--- src/hw/rtl/assert_macros.svh ---
// assertion macros used by the top-level rtl file
`ifndef ASSERT_MACROS_SVH
`define ASSERT_MACROS_SVH

`ifndef SYNTHESIS

// property must hold at every rising clock edge outside reset
`define ASSERT_CLK(lbl, clk, rst, prop) \
   lbl: assert property (@(posedge clk) disable iff (rst) (prop)) \
      else $error("assertion failed: %m");

// expression must never be true outside reset
`define ASSERT_NEVER(lbl, clk, rst, expr) \
   lbl: assert property (@(posedge clk) disable iff (rst) !(expr)) \
      else $error("forbidden condition seen: %m");

`else

`define ASSERT_CLK(lbl, clk, rst, prop)

`define ASSERT_NEVER(lbl, clk, rst, expr)

`endif

`endif

--- src/hw/rtl/lbs_pkg.sv ---
`timescale 1ns / 1ps
// types, sizes and codes of the loop jump backpatch stack
package lbs_pkg;

   localparam int STACK_DEPTH       = 16;
   localparam int PATCHES_PER_LEVEL = 16;
   localparam int ADDR_BITS         = 24;

   localparam int IN_W    = ADDR_BITS + 1;
   localparam int OFF_W   = ADDR_BITS + 2;
   localparam int LVL_W   = $clog2(STACK_DEPTH + 1);
   localparam int FILL_W  = $clog2(PATCHES_PER_LEVEL + 1);
   localparam int LIDX_W  = (STACK_DEPTH > 1) ? $clog2(STACK_DEPTH) : 1;
   localparam int SLOT_W  = (PATCHES_PER_LEVEL > 1) ? $clog2(PATCHES_PER_LEVEL) : 1;
   localparam int MEM_AW  = 1 + LIDX_W + SLOT_W;
   localparam int MEM_DEPTH = 2 ** MEM_AW;
   localparam int PATCH_LEN = 4;

   typedef logic signed [IN_W-1:0]  addr_type;
   typedef logic [ADDR_BITS-1:0]    pos_type;
   typedef logic signed [OFF_W-1:0] off_type;
   typedef logic [LVL_W-1:0]        lvl_type;
   typedef logic [FILL_W-1:0]       fill_type;
   typedef logic [LIDX_W-1:0]       lidx_type;
   typedef logic [MEM_AW-1:0]       maddr_type;

   localparam addr_type UNKNOWN_TARGET = '1;

   typedef enum logic [1:0] {
      MODE_PUSH     = 2'd0,
      MODE_ADD_BRK  = 2'd1,
      MODE_ADD_CONT = 2'd2,
      MODE_POP      = 2'd3
   } mode_type;

   typedef enum logic [2:0] {
      ST_OK           = 3'd0,
      ST_OVERFLOW     = 3'd1,
      ST_BRK_OUTSIDE  = 3'd2,
      ST_CONT_OUTSIDE = 3'd3,
      ST_DROPPED      = 3'd4,
      ST_POP_EMPTY    = 3'd5
   } status_type;

   // updates requested of the level file
   typedef struct packed {
      logic     push;
      logic     add_brk;
      logic     add_cont;
      logic     pop;
      addr_type target;
   } lvl_cmd_type;

   // innermost level as seen by the sequencer
   typedef struct packed {
      lvl_type  level;
      logic     empty;
      logic     full;
      lidx_type top_idx;
      lidx_type push_idx;
      addr_type ctgt;
      fill_type bfill;
      fill_type cfill;
   } lvl_view_type;

endpackage

--- src/hw/rtl/lbs_disp_unit.sv ---
`timescale 1ns / 1ps
// shared displacement adder: target - (position + 4), registered
module lbs_disp_unit import lbs_pkg::*; (
   input  logic     clock,
   input  logic     en,
   input  addr_type target,
   input  pos_type  pos,
   output off_type  off
);

   off_type off_ff;
   off_type off_in;
   off_type tgt_ext;
   off_type pos_end;

   always_comb begin
      tgt_ext = OFF_W'(target);
      pos_end = off_type'({2'b00, pos}) + OFF_W'(PATCH_LEN);
      off_in  = tgt_ext - pos_end;
   end

   always_ff @(posedge clock) begin
      if (en) begin
         off_ff <= off_in;
      end
   end

   assign off = off_ff;

endmodule

--- config.mk ---
export PLATFORM = sky130hd
export DESIGN_NAME = lbs_disp_unit
export DESIGN_NICKNAME = d
export VERILOG_FILES = /design/src/hw/rtl/assert_macros.svh /design/src/hw/rtl/lbs_pkg.sv /design/src/hw/rtl/lbs_disp_unit.sv
export SDC_FILE = /design/constraint.sdc
export NUM_CORES = 1
export LEC_CHECK = 0
export ABC_AREA = 0
export BUFFER_PORTS_ARGS = -buffer_cell sky130_fd_sc_hd__buf_2
export CORE_MARGIN = 1
export CORE_UTILIZATION = 25
export CTS_CLUSTER_DIAMETER = 100
export CTS_CLUSTER_SIZE = 30
export DETAILED_ROUTE_END_ITERATION = 8
export PLACE_DENSITY = 0.51
export SETUP_SLACK_MARGIN = 0.02
export SLEW_MARGIN = 0
export SYNTH_ARGS = -nofsm -noshare
export SYNTH_HDL_FRONTEND = slang
export SYNTH_SLANG_ARGS = --single-unit
--- constraint.sdc ---
create_clock -name clock -period 6.2 [get_ports clock]
set_input_delay 1.55 -clock clock [delete_from_list [all_inputs] [get_ports clock]]
set_output_delay 1.55 -clock clock [all_outputs]
set_load 0.005 [all_outputs]
; Word level (Yosys, flattened, before mapping)
; Index checks and enable logic that the tools add are counted.
[word_totals]
regBits = 26
latch_bits = 0
ram_bits = 0
rom_bits = 0
inputBits = 51
output_inout_bits = 26
word_cells = 3
n_memories = 0
[op_classes]
n_addsub = 2
n_mul = 0
n_div = 0
n_lt_le_gt_ge = 0
n_eq_ne = 0
shifts = 0
mux = 0
bitwise = 0
reduce_logical = 0
[ops]
columns = op, count
row1 = $sub 25x26->26, 1
row2 = $add 24x3->25 const B, 1

; Logic depth before layout (Yosys ltp)
[logic_depth]
depth_word = 2
depth_mapped = 15

; Worst setup path before layout
; OpenSTA, ideal clock, no wires.
[synth_path]
kind = input -> register
startpoint = input port pos[2]
endpoint = register off_ff[24] (netlist: off[24]) (data pin)
setup_ns = 0.261
arrival_time_ns = 4.143
required_time_ns = 5.939
path_slack_ns = 1.796
path_stages = 15
path_buffers = 0
path_cell_list = ha_1 > nand3_1 > nor2_1 > and2_1 > and3_1 > nand2_1 > xor2_1 > ha_1 > o21a_1 > o211ai_1 > nand2_1 > o21a_1 > or3_1 > o21a_1 > a311o_1
[synth_between]
elab_chain_cells = 2
[synth_lines]
columns = item, line_no
row1 = from (decl), lbs_disp_unit.sv:7  ; input pos_type pos,
row2 = $add 24x3->25, lbs_disp_unit.sv:18  ; pos_end = off_type'({2'b00, pos}) + OFF_W'(PATCH_LEN);
row3 = $sub 25x26->26, lbs_disp_unit.sv:19  ; off_in = tgt_ext - pos_end;
row4 = named net off_in[24], lbs_disp_unit.sv:12  ; off_type off_in;
row5 = to (signal assigned), lbs_disp_unit.sv:24  ; off_ff <= off_in;
row6 = to (decl), lbs_disp_unit.sv:11  ; off_type off_ff;
; The timed path passes the listed nets, and every way through them passes these cells.
; A chain may end at the register's enable or synchronous reset.

; Worst setup path after layout
; Same ends and word-level chain as after synthesis.

==> impl_results.md <==
- Core Region: 9420 um^2
- Standard-cell rows: 35
- Layout filler cell count: slightly above 1000
- Vias per cell: ~4.4
- Multi-input combinational cell area: about 1600 um^2
- Min cycle time layout: around 4.6 ns
- Drt first pass iters: 4
- P per Cell Area: between 150 and 200 nW/um^2
- Layout Cells excl Fill: between 400 and 500
- M1 GR Usage: between 15 and 20%
- Die Area: 10300 um^2
- Arrival time at the worst endpoint: roughly 4.6 ns
- Worst Tran Pin Value: 0.569 ns
- Dpl cells: 478
- Post-synthesis area per instance: 8.99 um^2
- H-tree depth: 1
- Syn. warnings: 0
- Die W: 102 um
- Buf+Inv Stages, Crit Path: 1
- DR DRC count: 0
- Slew HR: about 62%
- Setup_tns: 0 ns
- Final slew viol count: 0
- Area growth syn-to-layout: 23.1%
- Critical path launch point: pos[2]
- Total CTS buffers: 3
- Reg area: between 700 and 800 um^2
- Most frequent cells in the layout: buf_2 (76), nand2_1 (32), ha_1 (26), edfxtp_1 (26), nor2_1 (22)
- Yosys cell types: 43
- Max reg flops: 26
- Post-DP HPWL: ~5100 um
- Met3 Track Usage GR: 1.59%
- Worst path slowest cell: ha_1
- Crit path capture: off[24]$_DFFE_PP_
- Nets: 432
- Clock tree buffer depth: 2
- Max Cap Viol: 0
- Critical Path Sink Type: register
- Status: finished clean
- Req. time, crit path: 6.21 ns
- Worst IR Drop VDD: 0.0734 mV
- Antenna violations before repair: 0
- Min-Delay Path Class: input pin to register
- Clock-pin slew on the worst setup and hold paths: 0.09 ns
- CP Launch Type: input pin
- Most common cell after layout, fill and taps aside: buf_2
- Prevailing post-synth register cell: edfxtp_1
- Iteration-0 DRC Markers: 82
- Vias after detailed routing: 2140
- Post-CTS Setup Bufs: 0
- Die height: 102 um
- Layout cells sized above 1: 24.9%
- Global-route wire length before repair: between 9000 and 10000 um
- Largest net degree at the start of global routing: 27
- Most used cell, CP: o21a_1
- LEAKAGE: 1.37 nW
- Initial Util: a little over a quarter
- Clock root buffer: clkbuf_8
- EDFF count, synth: 26
- Post-Syn Area: 2480 um^2
- Worst hold slack: 1.66 ns
- Final worst slack: 1.65 ns
- Hold_buf cts: 0
- GR Util All Layers: 12.1%
- Gr ovfl total: 0
- Number of synthesized register bits: 26
- Met2 Use GR: 19.6%
- Pre-CTS setup slack: 1.37 ns
- Asr flop ratio synth: 0%
- Sequential area share after synthesis: 31.5%
- WL per Instance: 12.3 um
- # resized after CTS: 0
- Post-route ant nets: 0
- CP max FO: 6
- Delay-heaviest family, CP: simple AND/OR/NAND/NOR gates
- IO Port Bufs: 76
- Final period util: 73.5%
- Clock sinks: 26
- GRT busiest layer: met2
- Synthesized instance count: 276
- CTS tree: built
- RSZ-0062 raised after global routing: false
- F_max: 0.220 GHz
- GPL Wtd Cong: 0.772
- Critical path, cell by cell: buf_2 -> ha_1 -> nand3_1 -> nor2_1 -> and2_1 -> and3_1 -> nand2_1 -> xor2_1 -> ha_1 -> o21a_1 -> o211ai_1 -> nand2_1 -> o21a_1 -> or3_1 -> o21a_1 -> a311o_1
- Final wirelength: 5940 um
- Final hold vios: 0
- Setup violations, final: 0
- Vias in the first global route: 2138
- I/O pin count: 77
- N_diodes: 0
- Kind of critical path: input pin to register
- Net Count, Synth: 354
- Crit-path max cell delay: 0.35 ns
- Total power: 0.555 mW
- Crit path depth: 16
[cells in the mapped netlist (2+ instances only)]
| cell | instances | area, um^2 |
|---|---|---|
| a211oi_1 | 4 | 30.0 |
| a21o_1 | 13 | 97.6 |
| a21oi_1 | 17 | 85.1 |
| a311oi_1 | 2 | 17.5 |
| a31oi_1 | 6 | 37.5 |
| and2b_1 | 2 | 15.0 |
| and2b_2 | 2 | 17.5 |
| and3_1 | 9 | 56.3 |
| clkbuf_1 | 2 | 7.51 |
| edfxtp_1 | 26 | 781 |
| ha_1 | 26 | 325 |
| inv_1 | 13 | 48.8 |
| nand2_1 | 32 | 120 |
| nand2b_1 | 3 | 18.8 |
| nand3_1 | 10 | 50.1 |
| nand4_1 | 3 | 18.8 |
| nor2_1 | 22 | 82.6 |
| nor2b_1 | 4 | 25.0 |
| nor3_1 | 4 | 20.0 |
| o2111ai_1 | 2 | 17.5 |
| o211ai_1 | 2 | 15.0 |
| o21a_1 | 7 | 52.6 |
| o21ai_0 | 5 | 25.0 |
| o21ai_1 | 2 | 10.0 |
| o21ai_2 | 3 | 26.3 |
| or2_1 | 2 | 12.5 |
| xnor2_1 | 21 | 184 |
| xor2_1 | 17 | 149 |
[final cells by class]
| type | instances | share of cell area (%) |
|---|---|---|
| well taps | 129 | 5.28 |
| inverters | 13 | 1.60 |
| clock buffers | 3 | 1.35 |
| multi-input cells | 234 | 53.6 |
| flip-flops and latches | 26 | 25.6 |
| clock inverters | 1 | 0.123 |
| repair buffers | 76 | 12.4 |
[how the worst min path moves through the flow]
stage | start | to | slack [ns] | cells past startpoint
4_1_cts | pos[0] | off[0]$_DFFE_PP_ | 1.65 | 3
3_5_place_dp | off[4]$_DFFE_PP_ | off[4] | 1.94 | 1
3_3_place_gp | pos[0] | off[0]$_DFFE_PP_ | 1.93 | 3
6_report | pos[0] | off[0]$_DFFE_PP_ | 1.66 | 3
2_1_floorplan | en | off[0]$_DFFE_PP_ | 1.66 | 0
5_1_grt | pos[0] | off[0]$_DFFE_PP_ | 1.66 | 3
[cells by family after synthesis]
logic type / Yosys count / synth area share, %
DFF: 26 / 31.5
adders and majority gates: 27 / 13.9
and+or+nand+nor: 98 / 18.9
xor gates and xnor gates: 38 / 13.4
AOI/OAI and AO/OA: 71 / 19.8
buffers and inverters: 16 / 2.47
[report_power, final]
part	total (mW)	internal, mW	switching (mW)	leakage (nW)
sequential	0.239	0.233	0.00626	0.255
combinational	0.222	0.102	0.121	1.09
clock	0.0934	0.0443	0.0492	0.0231
[through the flow]
| stage | instance area [um^2] | utilization [%] |
|---|---|---|
| floorplan | 2480 | - |
| global placement | 3010 | 32.0 |
| detailed placement | 3010 | 32.0 |
| CTS | 3060 | 32.5 |
| global route | 3060 | 32.5 |
| finish | 3060 | 32.5 |
[layer usage]
metal  up-vias  wire length (um)  share of wire [%]
met5         -                 0                  0
li1       1158                 -                  -
met2        43              2620                 44
met4         0                51               0.86
met3         2               227                3.8
met1       937              3040                 51
No activity file was read; power rests on OpenSTA's default activity.
