File: config.mk
export PLATFORM = sky130hd
export DESIGN_NAME = lbs_level_file
export DESIGN_NICKNAME = d
export VERILOG_FILES = /design/src/hw/rtl/assert_macros.svh /design/src/hw/rtl/lbs_pkg.sv /design/src/hw/rtl/lbs_level_file.sv
export SDC_FILE = /design/constraint.sdc
export NUM_CORES = 1
export LEC_CHECK = 0
export BUFFER_PORTS_ARGS = -buffer_cell sky130_fd_sc_hd__buf_2
export CORE_MARGIN = 4
export CORE_UTILIZATION = 62
export CTS_CLUSTER_DIAMETER = 100
export CTS_CLUSTER_SIZE = 40
export DETAILED_ROUTE_END_ITERATION = 10
export PLACE_DENSITY = 0.8
export REMOVE_ABC_BUFFERS = 1
export SYNTH_ARGS = -nofsm -noshare
export SYNTH_HDL_FRONTEND = slang
export SYNTH_SLANG_ARGS = --single-unit
File: constraint.sdc
create_clock -name clock -period 6.8 [get_ports clock]
set_input_delay 0.68 -clock clock [delete_from_list [all_inputs] [get_ports clock]]
set_output_delay 0.68 -clock clock [all_outputs]
set_load 0.01 [all_outputs]
File: src/hw/rtl/assert_macros.svh
// assertion macros used by the top-level rtl file
`ifndef ASSERT_MACROS_SVH
`define ASSERT_MACROS_SVH

`ifndef SYNTHESIS

// property must hold at every rising clock edge outside reset
`define ASSERT_CLK(lbl, clk, rst, prop) \
   lbl: assert property (@(posedge clk) disable iff (rst) (prop)) \
      else $error("assertion failed: %m");

// expression must never be true outside reset
`define ASSERT_NEVER(lbl, clk, rst, expr) \
   lbl: assert property (@(posedge clk) disable iff (rst) !(expr)) \
      else $error("forbidden condition seen: %m");

`else

`define ASSERT_CLK(lbl, clk, rst, prop)

`define ASSERT_NEVER(lbl, clk, rst, expr)

`endif

`endif

File: src/hw/rtl/lbs_pkg.sv
`timescale 1ns / 1ps
// types, sizes and codes of the loop jump backpatch stack
package lbs_pkg;

   localparam int STACK_DEPTH       = 16;
   localparam int PATCHES_PER_LEVEL = 16;
   localparam int ADDR_BITS         = 24;

   localparam int IN_W    = ADDR_BITS + 1;
   localparam int OFF_W   = ADDR_BITS + 2;
   localparam int LVL_W   = $clog2(STACK_DEPTH + 1);
   localparam int FILL_W  = $clog2(PATCHES_PER_LEVEL + 1);
   localparam int LIDX_W  = (STACK_DEPTH > 1) ? $clog2(STACK_DEPTH) : 1;
   localparam int SLOT_W  = (PATCHES_PER_LEVEL > 1) ? $clog2(PATCHES_PER_LEVEL) : 1;
   localparam int MEM_AW  = 1 + LIDX_W + SLOT_W;
   localparam int MEM_DEPTH = 2 ** MEM_AW;
   localparam int PATCH_LEN = 4;

   typedef logic signed [IN_W-1:0]  addr_type;
   typedef logic [ADDR_BITS-1:0]    pos_type;
   typedef logic signed [OFF_W-1:0] off_type;
   typedef logic [LVL_W-1:0]        lvl_type;
   typedef logic [FILL_W-1:0]       fill_type;
   typedef logic [LIDX_W-1:0]       lidx_type;
   typedef logic [MEM_AW-1:0]       maddr_type;

   localparam addr_type UNKNOWN_TARGET = '1;

   typedef enum logic [1:0] {
      MODE_PUSH     = 2'd0,
      MODE_ADD_BRK  = 2'd1,
      MODE_ADD_CONT = 2'd2,
      MODE_POP      = 2'd3
   } mode_type;

   typedef enum logic [2:0] {
      ST_OK           = 3'd0,
      ST_OVERFLOW     = 3'd1,
      ST_BRK_OUTSIDE  = 3'd2,
      ST_CONT_OUTSIDE = 3'd3,
      ST_DROPPED      = 3'd4,
      ST_POP_EMPTY    = 3'd5
   } status_type;

   // updates requested of the level file
   typedef struct packed {
      logic     push;
      logic     add_brk;
      logic     add_cont;
      logic     pop;
      addr_type target;
   } lvl_cmd_type;

   // innermost level as seen by the sequencer
   typedef struct packed {
      lvl_type  level;
      logic     empty;
      logic     full;
      lidx_type top_idx;
      lidx_type push_idx;
      addr_type ctgt;
      fill_type bfill;
      fill_type cfill;
   } lvl_view_type;

endpackage

File: src/hw/rtl/lbs_level_file.sv
`timescale 1ns / 1ps
// nesting level, continue targets and fill counts of the open loops
module lbs_level_file import lbs_pkg::*; (
   input  logic         clock,
   input  logic         reset,
   input  lvl_cmd_type  cmd,
   output lvl_view_type view
);

   lvl_type  level_ff;
   lvl_type  level_in;
   addr_type ctgt_ff  [STACK_DEPTH];
   fill_type bfill_ff [STACK_DEPTH];
   fill_type cfill_ff [STACK_DEPTH];
   lvl_type  top_lvl;
   lidx_type top_idx;
   lidx_type push_idx;

   always_comb begin
      top_lvl  = level_ff - LVL_W'(1);
      top_idx  = top_lvl[LIDX_W-1:0];
      push_idx = level_ff[LIDX_W-1:0];
      level_in = level_ff;
      if (cmd.push) begin
         level_in = level_ff + LVL_W'(1);
      end else if (cmd.pop) begin
         level_in = top_lvl;
      end
   end

   always_ff @(posedge clock) begin
      if (reset) begin
         level_ff <= '0;
      end else begin
         level_ff <= level_in;
      end
   end

   // per-level storage, undefined until a push opens the level
   always_ff @(posedge clock) begin
      if (cmd.push) begin
         ctgt_ff[push_idx]  <= cmd.target;
         bfill_ff[push_idx] <= '0;
         cfill_ff[push_idx] <= '0;
      end
      if (cmd.add_brk) begin
         bfill_ff[top_idx] <= bfill_ff[top_idx] + FILL_W'(1);
      end
      if (cmd.add_cont) begin
         cfill_ff[top_idx] <= cfill_ff[top_idx] + FILL_W'(1);
      end
   end

   always_comb begin
      view.level    = level_ff;
      view.empty    = (level_ff == '0);
      view.full     = (level_ff == LVL_W'(STACK_DEPTH));
      view.top_idx  = top_idx;
      view.push_idx = push_idx;
      view.ctgt     = ctgt_ff[top_idx];
      view.bfill    = bfill_ff[top_idx];
      view.cfill    = cfill_ff[top_idx];
   end

endmodule

## Yosys cells after proc, flatten, opt, wreduce, memory -nomap -nowiden

Memories as Yosys holds them, arrays and structs flattened.
Cells that the tools add are included.

- Register bits: 5
- Memory bits (writable): 560
- Logic and storage cells: 19
- Memories: 3

Memory list:

| name | depth | bits a word | read ports | clocked after Yosys merged registers in | wr ports | line | text |
|---|---|---|---|---|---|---|---|
| ctgt_ff | 16 | 25 | 1 | 0 | 1 | lbs_level_file.sv:12 | `addr_type ctgt_ff [STACK_DEPTH];` |
| bfill_ff | 16 | 5 | 1 | 0 | 2 | lbs_level_file.sv:13 | `fill_type bfill_ff [STACK_DEPTH];` |
| cfill_ff | 16 | 5 | 1 | 0 | 2 | lbs_level_file.sv:14 | `fill_type cfill_ff [STACK_DEPTH];` |

- $add $sub $neg: 4
- Eq/ne operators: 1
- Mux-type cells: 8
- Reduce and logical (&&, ||, !) cells: 2

Operators by type and width:

| kind | number |
|---|---|
| $add 5x1->5 const B | 3 |
| $mux 5 | 2 |
| $mux 1 | 6 |
| $eq 5x5->1 const B | 1 |
| $logic_not 5->1 | 1 |
| $sub 5x1->5 const B | 1 |
| $reduce_bool 2->1 | 1 |

## Longest topological paths before layout

Gate-level depths: netlist of run 1.

- Depth after elaboration: 3
- Mapped depth: 18
- Gate-level depth less buffers: 10

## Least setup slack after synthesis of run 1

Ideal clock, no wire load.

- Path type: register -> output
- From: register level_ff[0]
- To: output port view[10] (netlist name)
- Data arrival time: 4.046 ns
- Path slack: 2.074 ns
- Cell stages (with the launch flop): 13
- Buffers on the path: 8
- Cells stage by stage: dfxtp_1 buf_6 buf_4 buf_2 buf_1 inv_1 ha_1 buf_2 buf_1 clkbuf_1 clkbuf_1 mux4_2 mux4_2

RTL lines:

| element | line | text |
|---|---|---|
| start: declaration | lbs_level_file.sv:10 | `lvl_type level_ff;` |
| start signal: assignment | lbs_level_file.sv:35 | `level_ff <= level_in;` |
| end: declaration | lbs_level_file.sv:7 | `output lvl_view_type view` |

==> flow_summary.ini, run 1 <==
[grt]
grt_pass1_vias = 12100
grt_remaining_overflow = 0
antenna_found_initial = 1
grt_pass1_wl_um = 76200
grt_max_degree = 112
grt_util_all_layers = 0.243

[power]
p_per_area_nw_per_um2 = 288
p_total_uw = 7220
leakage_uw = 0.00777
ir_worst_vdd_v = 0.000238

[synthesis]
synth_edf_count = 560
synth_area_per_cell_um2 = 19.1
ys_types = 36
synthCells = 1237
ys_warn_count = 0
syn-cell-area_um2 = 23700
seq_area_frac_synth = 0.715
ys_seq_elements = 565
synthFlopType = edfxtp_1
async_flop_share = 0

[cts]
post_cts_buffers = 0
clkTransAtPathRegs_ps = 150
clock-root-buffer = clkbuf_16
cts_max_path_buffers = 3
cts_resized = 0
h-tree-depth = 1
cts_sinks = 565
cts_buffers = 18
clkLatencyLatePin_ps = 570
cts_tree = built
hold_buffers = 0

[worst_setup_path]
cp_cell_sequence = inv_1, ha_4, xnor2_4, buf_4, mux2i_2, mux2i_2, buf_4, buf_2
worst-path-max-fanout = 50
critPathKind = reg2out
cpPeakStageDelay_ps = 760
critPathArrivalTime_ps = 4230
critPathTopFamily = buffers and inverters
start_kind = flip-flop
crit_buf_inv = 4
endpoint_kind = output pin
slowest_stage = buf_4
cp.required_ps = 6120

[sta]
whs_ps = 314
slew_viol_final = 0
layout_min_cycle_time_ps = 4910
setup_tns_ps = 0
rsz0062_at_grt = false
worst_pin_slew_ps = 1290
hold_violations = 0
fin_skew_ps = 34.3
fin_crit_sh = 0.722
maxSlewHeadroom = 0.132
setup_viol_count_final = 0
fmax_mhz = 204

[run_status]
outcome = complete, no violations

[routing]
drc = 0
vias = 11800
drt_wl_total_um = 49500
antenna_left = 0
firstDrtPassIters = 5
avgRoutedWirePerCell_um = 27.8
drt-initial-drc-count = 1334
vias_per_cell = 6.66

[placed_design]
routabilityCongestion = 0.847
dpl.hpwl_um = 28200
port_buffers = 80

[floorplanning]
die_y_um = 203
coreArea_um2 = 37700
die_x_um = 203
die_area_um2 = 41300
rows = 71
start_util = 0.628
io_pins = 81

[final_layout]
final_util = 0.665
fin_nets = 1292
areaGrowthSynthToFinish_pct = 5.90
drive_gt1_frac = 0.278
nFillCells = 2459

[worst_hold_path]
hp-class = in2reg

[flow_run]
maxCapViolations = 0
power breakdown:
part	internal, uW	switching (uW)	total, uW
Clock	548	981	1530
Combinational	620	1090	1710
Sequential	3940	32.8	3970
final cells by class:
class	instances	area, um^2	share of cell area
Timing Repair Buffer	95	526	0.0210
Tap cell	511	639	0.0255
Clock buffer	30	517	0.0206
Sequential cell	565	16900	0.676
Inverter	16	60.1	0.00240
Multi-Input combinational cell	558	6330	0.253
Clock inverter	2	46.3	0.00185
Antenna cell	2	5.00	0.000200
worst reg2reg max path, delay by kind of cell (launching register included):
kind,cells,cell delay [ps]
flops,1,540
buf+inv,3,1000
xor+xnor,1,670
fa+ha+maj,2,420
mux,3,950
simple gates,1,700
per-layer routing:
metal | global-route usage | wire length (um) | vias up
met5 | 0 | 0 | -
met4 | 0.0475 | 808 | 0
met3 | 0.0375 | 4120 | 59
met2 | 0.412 | 25700 | 546
met1 | 0.347 | 18900 | 6194
li1 | - | - | 5048
metrics by stage:
stage	std cells	worst slack [ps]	area, um^2
6_report	1779	1890	25000
5_1_grt	1778	1660	25000
4_1_cts	1777	1910	25000
3_5_place_dp	1745	2280	24500
3_3_place_gp	1745	2440	24500
2_1_floorplan	1139	-6160	23200
cell usage in the layout, fill, tap and decap left out, drive strengths merged, types with 14 or more instances in the layout:
| master | n |
|---|---|
| a21oi | 28 |
| mux2 | 34 |
| buf | 95 |
| nor4 | 56 |
| nand3 | 28 |
| mux4 | 165 |
| clkbuf | 30 |
| edfxtp | 560 |
| nand2 | 18 |
| o21ai | 29 |
| nor2 | 117 |
| mux2i | 28 |
| inv | 14 |
registers in the layout, summed over array words and instances (netlist names):
register	count
bfill_ff	80
cfill_ff	80
ctgt_ff	400
level_ff	5
worst paths after layout:
path               startpoint              to  slack [ps]  cells past startpoint
setup / recovery  level_ff[1]         view[9]        1890                      8
hold / removal          reset     level_ff[0]         310                      2
hold reg to reg   level_ff[4]     level_ff[4]         580                      2
setup reg to reg  level_ff[1]  cfill_ff[6][4]        2280                     10
kinds of logic (layout without fill, tap and decap cells):
kind of cell | after synthesis | after routing | synth area share
DFF | 565 | 565 | 0.715
other | 0 | 2 | 0
buffers and inverters | 114 | 143 | 0.0229
AOI/OAI and AO/OA | 70 | 70 | 0.0196
muxes | 227 | 227 | 0.186
xor gates and xnor gates | 8 | 8 | 0.00376
adders and majority gates | 7 | 7 | 0.00370
and+or+nand+nor | 246 | 246 | 0.0487
Yosys cell counts, types with 4 or more instances:
library cell / count / area share
mux2i_2: 6 / 0.0035
nor4_1: 56 / 0.015
edfxtp_1: 560 / 0.71
o21ai_0: 29 / 0.0061
xnor2_1: 7 / 0.0026
nor3_1: 13 / 0.0028
a21boi_0: 4 / 0.0013
mux4_2: 165 / 0.16
buf_2: 19 / 0.0040
mux2_2: 19 / 0.0090
buf_1: 11 / 0.0017
mux2i_1: 22 / 0.0093
inv_1: 12 / 0.0019
o22ai_1: 5 / 0.0013
nand3_1: 28 / 0.0059
mux2_1: 15 / 0.0071
buf_6: 6 / 0.0029
clkbuf_1: 50 / 0.0079
ha_1: 7 / 0.0037
a21oi_1: 8 / 0.0017
buf_4: 12 / 0.0038
nand2b_1: 7 / 0.0019
a21oi_2: 20 / 0.0074
nand2_1: 18 / 0.0029
dfxtp_1: 5 / 0.0042
nor2_1: 117 / 0.019
No activity file was read; power rests on OpenSTA's default activity.
==> run 2, diff against run 1 <==
==> constraint.sdc (replaced) <==
create_clock -name clock -period 4.79 [get_ports clock]
set_input_delay 0.479 -clock clock [delete_from_list [all_inputs] [get_ports clock]]
set_output_delay 0.479 -clock clock [all_outputs]
set_load 0.01 [all_outputs]
==> run 2 against run 1 <==
Effect of this change:
- via count is 1.3% higher
- non-clock buffer count up 25
- first-iteration DRC count is 5.5% higher
- combinational power grew 46%
- flip-flop and latch count is the same
- clock-buffer cell count decreased by 9
- wire length is 4.6% higher
- critical path depth fell by 3
- die area is the same
- utilization increased by 0.48 points
- sequential share of layout area is 0.48 points lower
- global-route usage is 1.1 points higher
==> flow_summary.ini, run 2 (synthesized netlist as in run 1, its figures left out) <==
[final_layout]
top_regs = ctgt_ff x400, bfill_ff x80, cfill_ff x80
largest_reg_flops = 400
regMostFlops = ctgt_ff
drive_gt1_frac = 0.294
final_cells = 1797
final_common_cell = edfxtp_1
final_util = 0.670
areaGrowthSynthToFinish_pct = 6.66
fin_nets = 1317
layout_common_cells = 560 x edfxtp_1, 165 x mux4_2, 101 x nor2_1

[floorplanning]
die_x_um = 203
start_util = 0.628
die_y_um = 203
die_area_um2 = 41300
io_pins = 81
coreArea_um2 = 37700
rows = 71

[grt]
grt_max_degree = 111
grt_util_all_layers = 0.253
antenna_found_initial = 3
grt_remaining_overflow = 0
grt_pass1_wl_um = 78400
grt_pass1_vias = 12100

[cts]
cts_max_path_buffers = 3
clkLatencyLatePin_ps = 580
clock-root-buffer = clkbuf_16
cts_tree = built
clkTransAtPathRegs_ps = 140
post_cts_buffers = 0
cts_sinks = 565
hold_buffers = 0
h-tree-depth = 1
cts_buffers = 18

[worst_setup_path]
critPathArrivalTime_ps = 3790
crit_buf_inv = 3
cp.required_ps = 4310
cp_cell_sequence = buf_12, buf_4, mux4_2, mux4_2, buf_2
endpoint_kind = output pin
cpPeakStageDelay_ps = 750
cpMostUsedCell = mux4_2
start_kind = flip-flop
slowest_stage = buf_4
worst-path-max-fanout = 110
critPathTopFamily = buffers and inverters
critPathKind = reg2out

[routing]
firstDrtPassIters = 5
antenna_left = 0
avgRoutedWirePerCell_um = 28.8
vias_per_cell = 6.68
drt_wl_total_um = 51800
drc = 0
drt-initial-drc-count = 1407
vias = 12000

[placed_design]
dpl.hpwl_um = 30000
port_buffers = 80
dp_cells = 1770
routabilityCongestion = 0.883

[flow_run]
maxCapViolations = 0

[power]
ir_worst_vdd_v = 0.000468
leakage_uw = 0.00790
p_per_area_nw_per_um2 = 406

[run_status]
outcome = complete, no violations

[sta]
worst_pin_slew_ps = 1220
hold_violations = 0
layout_min_cycle_time_ps = 4270
setup_viol_count_final = 0
fin_crit_sh = 0.892
fmax_mhz = 234
whs_ps = 136
fin_skew_ps = 46.1
rsz0062_at_grt = false
maxSlewHeadroom = 0.184
slew_viol_final = 0

[worst_hold_path]
hp-class = in2reg
==> run 2: cell types whose count changed in the layout (fill, tap and decap cells not counted) <==
cell / before / now
buf_4: 14 / 37
clkbuf_1: 11 / 3
buf_12: 1 / 3
clkinv_8: 1 / 3
clkbuf_16: 19 / 18
clkinv_16: 1 / 0
inv_8: 0 / 1
mux2i_2: 6 / 5
mux2i_4: 0 / 1
==> run 2: worst reg2reg max path, cell delays in order (launching register included) <==
cell and delay (ps):
dfxtp_1 530, inv_1 150, ha_4 810, mux4_2 380, mux2i_1 80, mux2_2 340
inv_1 70, ha_1 170, and3_1 700, mux2_2 430
==> run 2: final timing paths <==
check        cells after the start  slack (ps)             end         from
max                              5         520        view[31]  level_ff[0]
min reg2reg                      2         590     level_ff[4]  level_ff[4]
max reg2reg                      9         900  cfill_ff[6][4]  level_ff[1]
min                              2         140     level_ff[2]        reset
==> run 2: power by group <==
group	leakage [uW]	switching (uW)	internal [uW]
Sequential	0.00521	44.0	5590
Clock	0.000252	1380	724
Combinational	0.00243	1590	915
Total	0.00790	3010	7230
==> run 2: routing by layer <==
layer | global-route usage | wire length, um | vias up
met3 | 0.0340 | 4320 | 75
met2 | 0.429 | 27200 | 596
li1 | - | - | 5089
met4 | 0.0556 | 1160 | 4
met5 | 0 | 21 | -
met1 | 0.364 | 19100 | 6232
==> run 2: metrics by stage <==
| stage | TNS (ps) | total power (uW) | area [um^2] | setup WS, ps |
|---|---|---|---|---|
| 2_1_floorplan | -3927840 | 7450 | 23200 | -8170 |
| 3_3_place_gp | 0 | 8180 | 24700 | 1010 |
| 3_5_place_dp | 0 | 8240 | 24700 | 867 |
| 4_1_cts | 0 | 10300 | 25200 | 279 |
| 5_1_grt | 0 | 10600 | 25200 | 216 |
| 6_report | 0 | 10200 | 25200 | 517 |
==> run 2: timing repair <==
item | 4_1_cts | 5_1_grt
gates resized for setup | 0 | 1
hold endpoints to repair | 0 | 0
endpoints found under the setup margin | 0 | 1
==> run 2: final cells by class <==
type | instances | area [um^2]
multi-input combinational | 558 | 6340
inverter | 16 | 60.1
clock buffer | 21 | 462
tap | 511 | 639
timing repair buffer | 120 | 738
antenna | 2 | 5.00
sequential | 565 | 16900
clock inverter | 4 | 60.1
fill | 2456 | 12400
